--- config.mk ---
export PLATFORM = sky130hd
export DESIGN_NAME = seven_segment_speed_formatter_top
export DESIGN_NICKNAME = d
export VERILOG_FILES = /design/src/design/sssf_pkg.sv /design/src/design/seven_segment_speed_formatter_top.sv
export SDC_FILE = /design/constraint.sdc
export NUM_CORES = 1
export LEC_CHECK = 0
export ABC_AREA = 1
export BUFFER_PORTS_ARGS = -buffer_cell sky130_fd_sc_hd__buf_2
export CELL_PAD_IN_SITES_DETAIL_PLACEMENT = 1
export CELL_PAD_IN_SITES_GLOBAL_PLACEMENT = 1
export CORE_ASPECT_RATIO = 0.7
export CORE_UTILIZATION = 39
export DETAILED_ROUTE_END_ITERATION = 10
export PLACE_DENSITY = 0.7
export SLEW_MARGIN = 5
export SYNTH_ARGS = -nofsm -noshare
export SYNTH_HDL_FRONTEND = slang
export SYNTH_SLANG_ARGS = --single-unit
--- constraint.sdc ---
create_clock -name i_clk -period 8 [get_ports i_clk]
set_input_delay 0.4 -clock i_clk [delete_from_list [all_inputs] [get_ports i_clk]]
set_output_delay 0.4 -clock i_clk [all_outputs]
set_load 0.01 [all_outputs]
--- src/design/sssf_pkg.sv ---
`timescale 1ns / 1ps
// ----------------------------------------------------------------------------
// sssf_pkg: shared constants for the seven-segment speed formatter
// Field widths, digit positions, segment codes and the digit-to-segment map.
// ----------------------------------------------------------------------------
package sssf_pkg;

    localparam int SPEED_W = 14;
    localparam int POS_W   = 2;
    localparam int SEG_W   = 8;

    localparam logic [SPEED_W-1:0] SPEED_MAX = 14'd9999;

    // floor(x / 10) == (x * 6554) >> 16 for every x <= 9999
    localparam int                 DIV10_MUL_W = 13;
    localparam logic [12:0]        DIV10_MUL   = 13'd6554;
    localparam int                 DIV10_SHIFT = 16;

    localparam logic [POS_W-1:0] POS_HUNDREDS = 2'd0;
    localparam logic [POS_W-1:0] POS_TENS     = 2'd1;
    localparam logic [POS_W-1:0] POS_UNITS    = 2'd2;
    localparam logic [POS_W-1:0] POS_TENTHS   = 2'd3;

    localparam logic [SEG_W-1:0] SEG_BLANK   = 8'hFF;
    localparam logic [SEG_W-1:0] SEG_DP_MASK = 8'h7F;

    function automatic logic [SEG_W-1:0] seg_of(input logic [3:0] digit);
        logic [SEG_W-1:0] seg;
        case (digit)
            4'd0:    seg = 8'hC0;
            4'd1:    seg = 8'hF9;
            4'd2:    seg = 8'hA4;
            4'd3:    seg = 8'hB0;
            4'd4:    seg = 8'h99;
            4'd5:    seg = 8'h92;
            4'd6:    seg = 8'h82;
            4'd7:    seg = 8'hF8;
            4'd8:    seg = 8'h80;
            4'd9:    seg = 8'h90;
            default: seg = SEG_BLANK;
        endcase
        return seg;
    endfunction

endpackage

--- src/design/seven_segment_speed_formatter_top.sv ---
`timescale 1ns / 1ps
// ----------------------------------------------------------------------------
// seven_segment_speed_formatter_top: speed to seven-segment display writes
// Splits a speed in tenths into digits and emits active-low segment writes,
// tenths first, units with the decimal point, then tens and hundreds with
// leading-zero blanking.
//
//   channel | handshake                 | payload
//   --------+---------------------------+---------------------------------------
//   in      | i_in_valid / o_in_stall   | i_speed_tenths[13:0]
//   out     | o_out_valid / i_out_stall | o_digit_position[1:0],
//           |                           | o_segment_byte[7:0], o_last_write
//
// One request yields 6 to 8 writes, one per cycle while the output is not
// stalled. A request passes from the input register into the sequencer,
// and each write leaves through the output register. A new request is
// taken into the input register while the previous one is still being
// written. Output stall freezes the sequencer and the output register.
// Reset (synchronous, active low) empties both registers and the sequencer.
// ----------------------------------------------------------------------------
module seven_segment_speed_formatter_top (
    input  logic                          i_clk,
    input  logic                          i_rst_n,
    input  logic                          i_in_valid,
    output logic                          o_in_stall,
    input  logic [sssf_pkg::SPEED_W-1:0]  i_speed_tenths,
    output logic                          o_out_valid,
    input  logic                          i_out_stall,
    output logic [sssf_pkg::POS_W-1:0]    o_digit_position,
    output logic [sssf_pkg::SEG_W-1:0]    o_segment_byte,
    output logic                          o_last_write
);

    typedef enum logic [2:0] {
        S_TENTHS,
        S_TENTHS_CLR,
        S_UNITS,
        S_UNITS_CLR,
        S_TENS,
        S_TENS_CLR,
        S_HUND,
        S_HUND_CLR
    } t_step;

    localparam int PROD_W = sssf_pkg::SPEED_W + sssf_pkg::DIV10_MUL_W;

    // input register
    logic                          r_in_valid;
    logic [sssf_pkg::SPEED_W-1:0]  r_in;

    // sequencer
    logic                          r_busy;
    t_step                         r_state;
    logic [sssf_pkg::SPEED_W-1:0]  r_rem;

    // output register
    logic                          r_out_valid;
    logic [sssf_pkg::POS_W-1:0]    r_pos;
    logic [sssf_pkg::SEG_W-1:0]    r_seg;
    logic                          r_last;

    logic [PROD_W-1:0]             w_prod;
    logic [sssf_pkg::SPEED_W-1:0]  w_quot;
    logic [sssf_pkg::SPEED_W-1:0]  w_ten;
    logic [3:0]                    w_digit;
    logic [sssf_pkg::SPEED_W-1:0]  w_sat;
    logic                          w_out_free;
    logic                          w_adv;
    logic                          w_load;
    logic                          w_in_acc;

    t_step                         n_state;
    logic [sssf_pkg::POS_W-1:0]    n_pos;
    logic [sssf_pkg::SEG_W-1:0]    n_seg;
    logic                          n_last;
    logic                          n_div;

    assign w_sat = (i_speed_tenths > sssf_pkg::SPEED_MAX) ? sssf_pkg::SPEED_MAX
                                                          : i_speed_tenths;

    // remaining value split into last digit and quotient
    assign w_prod  = PROD_W'(r_rem) * PROD_W'(sssf_pkg::DIV10_MUL);
    assign w_quot  = sssf_pkg::SPEED_W'(w_prod >> sssf_pkg::DIV10_SHIFT);
    assign w_ten   = sssf_pkg::SPEED_W'(w_quot << 3) + sssf_pkg::SPEED_W'(w_quot << 1);
    assign w_digit = 4'(r_rem - w_ten);

    assign w_out_free = !r_out_valid || !i_out_stall;
    assign w_adv      = r_busy && w_out_free;
    assign w_load     = r_in_valid && (!r_busy || (w_adv && n_last));
    assign o_in_stall = r_in_valid && !w_load;
    assign w_in_acc   = i_in_valid && !o_in_stall;

    always_comb begin
        n_state = r_state;
        n_pos   = sssf_pkg::POS_TENTHS;
        n_seg   = sssf_pkg::SEG_BLANK;
        n_last  = 1'b0;
        n_div   = 1'b0;
        case (r_state)
            S_TENTHS: begin
                n_seg   = sssf_pkg::seg_of(w_digit);
                n_div   = 1'b1;
                n_state = S_TENTHS_CLR;
            end
            S_TENTHS_CLR: begin
                n_state = S_UNITS;
            end
            S_UNITS: begin
                n_pos   = sssf_pkg::POS_UNITS;
                n_seg   = sssf_pkg::seg_of(w_digit) & sssf_pkg::SEG_DP_MASK;
                n_div   = 1'b1;
                n_state = S_UNITS_CLR;
            end
            S_UNITS_CLR: begin
                n_pos   = sssf_pkg::POS_UNITS;
                n_state = S_TENS;
            end
            S_TENS: begin
                n_pos = sssf_pkg::POS_TENS;
                if (r_rem != '0) begin
                    n_seg   = sssf_pkg::seg_of(w_digit);
                    n_div   = 1'b1;
                    n_state = S_TENS_CLR;
                end else begin
                    n_state = S_HUND;
                end
            end
            S_TENS_CLR: begin
                n_pos   = sssf_pkg::POS_TENS;
                n_state = S_HUND;
            end
            S_HUND: begin
                n_pos = sssf_pkg::POS_HUNDREDS;
                if (r_rem != '0) begin
                    n_seg   = sssf_pkg::seg_of(w_digit);
                    n_div   = 1'b1;
                    n_state = S_HUND_CLR;
                end else begin
                    n_last  = 1'b1;
                    n_state = S_TENTHS;
                end
            end
            S_HUND_CLR: begin
                n_pos   = sssf_pkg::POS_HUNDREDS;
                n_last  = 1'b1;
                n_state = S_TENTHS;
            end
            default: begin
                n_state = S_TENTHS;
            end
        endcase
    end

    always_ff @(posedge i_clk) begin
        if (!i_rst_n) begin
            r_in_valid  <= 1'b0;
            r_busy      <= 1'b0;
            r_state     <= S_TENTHS;
            r_out_valid <= 1'b0;
        end else begin
            if (w_in_acc) begin
                r_in_valid <= 1'b1;
                r_in       <= w_sat;
            end else if (w_load) begin
                r_in_valid <= 1'b0;
            end

            if (w_out_free) begin
                r_out_valid <= w_adv;
            end
            if (w_adv) begin
                r_pos  <= n_pos;
                r_seg  <= n_seg;
                r_last <= n_last;
            end

            if (w_load) begin
                r_busy  <= 1'b1;
                r_state <= S_TENTHS;
                r_rem   <= r_in;
            end else if (w_adv) begin
                r_state <= n_state;
                if (n_last) begin
                    r_busy <= 1'b0;
                end
                if (n_div) begin
                    r_rem <= w_quot;
                end
            end
        end
    end

    assign o_out_valid      = r_out_valid;
    assign o_digit_position = r_pos;
    assign o_segment_byte   = r_seg;
    assign o_last_write     = r_last;

    // final write of a request always lands on the hundreds position
    a_last_pos: assert property (@(posedge i_clk) disable iff (!i_rst_n)
        (o_out_valid && o_last_write) |-> (o_digit_position == sssf_pkg::POS_HUNDREDS))
        else $error("last write not at hundreds position");

    // writes of one request follow each other without gaps
    a_no_gap: assert property (@(posedge i_clk) disable iff (!i_rst_n)
        (o_out_valid && !i_out_stall && !o_last_write) |=> o_out_valid)
        else $error("gap inside a request's write sequence");

    // a waiting request starts as soon as the sequencer is idle
    a_load: assert property (@(posedge i_clk) disable iff (!i_rst_n)
        (r_in_valid && !r_busy) |=> (r_busy && r_state == S_TENTHS))
        else $error("pending request not loaded");

    // the first write of a request is the tenths position
    a_first_pos: assert property (@(posedge i_clk) disable iff (!i_rst_n)
        (w_adv && r_state == S_TENTHS) |=> (o_digit_position == sssf_pkg::POS_TENTHS))
        else $error("first write not at tenths position");

endmodule

==> summary by stage <==
Final layout
0 antenna diodes ended up in the layout. For this run, the number of standard cells in the final layout without fillers is 866. The leading cell type in the layout, fill and taps excluded is inv_1. The area overhead of the layout relative to synthesis is 10.02%.

The layout net count is around 850. Leaving out fill and tap cells, the most frequent cells in the layout are inv_1 (172), ha_1 (112), nand2_1 (103). The share of cells above drive strength 1 is between 10 and 15%. Cells fill 44.17% of the core in the end.

Timing
The final critical path takes up 79.00% of the cycle. At the pin with the least slew margin, the transition time is 1.099 ns. Setup repair after global routing left no endpoint under its margin.

Headroom to the max-slew limit came out at 26.48%. The total negative setup slack is 0 ns. The final setup violation count is 0. Across all hold checks on the routed design, the worst slack comes to between 0.3 and 0.4 ns. The top achievable clock speed is between 0.15 and 0.2 GHz. The worst path needs 6.320 ns of the cycle, external delays included.

The final count of hold timing violations is 0. The largest clock skew in the final design is 0.008262 ns. The final number of max-transition violations is 0.

Worst setup path
The category of the worst setup path launch point is a flop. The kind of critical path is reg -> reg. STA puts the critical path data arrival time at between 6 and 7 ns.

The critical path capture point type is a flop. The top fanout value on the critical path is 8. Data on the critical path is required at its endpoint by 8.04 ns.

Floorplanning
The vertical die dimension is 102.3 µm. The total number of placement rows is 36. The horizontal die dimension is between 100 and 150 µm. The number of top-level pins is 31. The floorplan step defined a core boundary enclosing 13960 µm².

Once the floorplan was initialized, standard cells occupied 40.14% of the core. The die covers 14860 µm².

Clocking
The clock transition at the registers of the reported paths is ~0.07 ns. The CTS tree is built. The number of buffers inserted for hold repair after clock tree synthesis is 0. The number of setup buffers added after CTS is 0. Counting the buffers created by CTS gives 5. The depth of the CTS H-tree is 2. The later pin in the worst-skew pair is clocked with a latency of 0.29 ns.

The deepest clock path buffer count is 2. The clock net in this run drives a total of 45 sinks. The number of gates resized after CTS was 0. In this run the clock root is driven by a clkbuf_16.

Global route
The number of antenna violations at the first check in global routing is 0. In the global route stage, overall resource usage came out at 20.86%. The via count of the first global-routing pass came to around 4.5k. The first global-routing pass estimated 23540 µm of wire. The remaining global-route overflow is 0.

The largest net degree at the start of global routing is 16.

Route
The number of nets still failing antenna checks after routing is 0. The length of routed wiring on met1 is 7996 µm. The highest metal layer carrying signal wires in the routed design is met4. Detailed routing inserted a total of around 4.2k vias. After detailed routing, the number of remaining DRC violations is 0. The met3 layer wire length in the routed design is ~430 µm. The first-pass iteration count of the detailed router is 4. Wires add up to approximately 15000 µm.

After detailed routing, the average wire length per cell comes to 16.86 µm. The initial detailed-routing violation count is 193. The average vias per placed instance is 4.823. The total met2 wirelength after detailed routing is approximately 6100 µm.

Logic synthesis
Measured against the total synthesized area, the mux share comes to 0%. The sequential area share after synthesis is 23.04%. During synthesis, Yosys emitted a total of 0 warnings. The average cell area after synthesis is around 9 µm². The number of nets in the synthesized netlist is 818.

The compound-gate portion of the synthesized area is 6.228%. The area fraction in and, or, nand and nor cells after synthesis is 15.71%. The fraction of synthesized cell area in xor and xnor cells is around 1.4%. After synthesis, the largest family of logic cells by area is adder cells. The count of cell types in the netlist is 38.

The summed instance area of the synthesized netlist is 5605 µm². Summing the areas of all fa, ha and maj instances in the mapped netlist gives 41.79% of the synthesized area. The synthesis-stage register bit count is 45. In the synthesized netlist, the number of instances is between 600 and 700.

Job
The number of max-capacitance violations reported is 0.

Outcome
The run finished with clean final reports.

Place
Input and output buffers added on the ports amount to 30. Routability-driven placement finished with a final weighted congestion of around 0.9. The placed wire-length estimate is roughly 13000 µm.

In this run, placement finished with an instance count of 858.

Worst hold path
In this run the worst hold path is classified as in -> reg.
-- per-layer routing --
| layer | track usage, % | up-vias |
|---|---|---|
| li1 | - | 2078 |
| met3 | 2.813 | 9 |
| met4 | 2.753 | 0 |
| met2 | 32.51 | 39 |
| met5 | 0 | - |
| met1 | 31.36 | 2051 |
-- critical path, cell delays in order, from the launching register on --
cell,delay [ns]
edfxtp_1,0.58
inv_1,0.10
ha_1,0.35
inv_1,0.08
fa_1,0.48
inv_1,0.06
fa_1,0.50
fa_1,0.54
inv_1,0.06
fa_1,0.54
inv_1,0.07
ha_1,0.33
a21oi_1,0.18
o21ai_0,0.09
o21bai_1,0.16
a21o_1,0.19
xor2_1,0.17
ha_1,0.32
inv_1,0.06
or2_2,0.27
nand2_1,0.21
inv_1,0.14
nor2_1,0.17
inv_1,0.10
a21boi_4,0.23
nand2_1,0.10
-- area by class of cell --
| class | count | area, µm² |
|---|---|---|
| fillers | 1659 | 7796 |
| multi-input cells | 420 | 3651 |
| flip-flops and latches | 45 | 1291 |
| inverters | 172 | 645.6 |
| well taps | 190 | 237.7 |
| clock buffers | 7 | 175.2 |
| repair buffers | 31 | 157.7 |
| clock inverters | 1 | 8.758 |
-- metrics by stage --
stage / setup slack [ns] / instance area, µm²
after floorplan: 2.393 / 5605
after global placement: 1.866 / 5983
after detailed placement: 1.686 / 5983
after CTS: 1.666 / 6167
after global routing: 1.323 / 6167
final: 1.680 / 6167
-- worst paths after layout --
path | endpoint | slack, ns | start | depth (start not counted)
worst max-delay path | o_segment_byte[2] | 1.68 | r_rem[6] | 25
worst min-delay path | r_in[13] | 0.30 | i_speed_tenths[13] | 1
worst max register to register | o_segment_byte[2] | 1.68 | r_rem[6] | 25
worst min register to register | o_out_valid | 0.48 | o_out_valid | 2
-- flip-flops by register name, summed over array words and instances, names as in the netlist --
register / flops
o_segment_byte: 8
r_in: 14
o_last_write: 1
r_in_valid: 1
o_out_valid: 1
r_busy: 1
r_state: 3
o_digit_position: 2
r_rem: 14
-- cell families (layout without fill, tap and decap cells) --
family / Yosys count / count (layout)
buffers and inverters: 176 / 211
adder cells (fa/ha/maj): 159 / 159
AO/OA/AOI/OAI: 57 / 57
AND/OR/NAND/NOR: 195 / 195
flip-flops: 45 / 45
XOR/XNOR: 9 / 9
-- Yosys cell counts --
cell type  number  area [µm²]
edfxtp_1       39        1171
nand2b_1        1       6.260
fa_1           47       940.9
nor3b_1         1       7.510
nand2_1       103       386.6
xor2_1          5       43.79
o21a_1          1       7.510
o21ai_1         2       10.01
nand2_2         6       37.54
nand2_4         2       22.52
a31oi_1         3       18.77
o31ai_1         1       7.510
a21boi_0        1       7.510
a211oi_1        3       22.52
o21ba_2         1       10.01
xnor2_1         4       35.03
a21oi_1        19       95.09
o21bai_1        3       22.52
o211ai_1        3       22.52
nor4_1          3       18.77
buf_2           2       10.01
dfxtp_1         6       120.1
a21oi_2         1       8.760
inv_1         172       645.6
o21ai_0        15       75.07
nor2_1         29       108.9
nand3b_1        1       7.510
or2_2          13       81.33
nand3_2         3       30.03
and3_1          1       6.260
a21boi_4        1       18.77
nor3_1          3       15.01
a21o_1          3       22.52
nor2_2          2       12.51
ha_1          112        1401
clkbuf_1        2       7.510
nand4_1         4       25.02
nand3_1        23       115.1
Power is left out: the tool's default activity adds up to more than one toggle a clock period on the data nets, which glitch-free logic cannot reach.
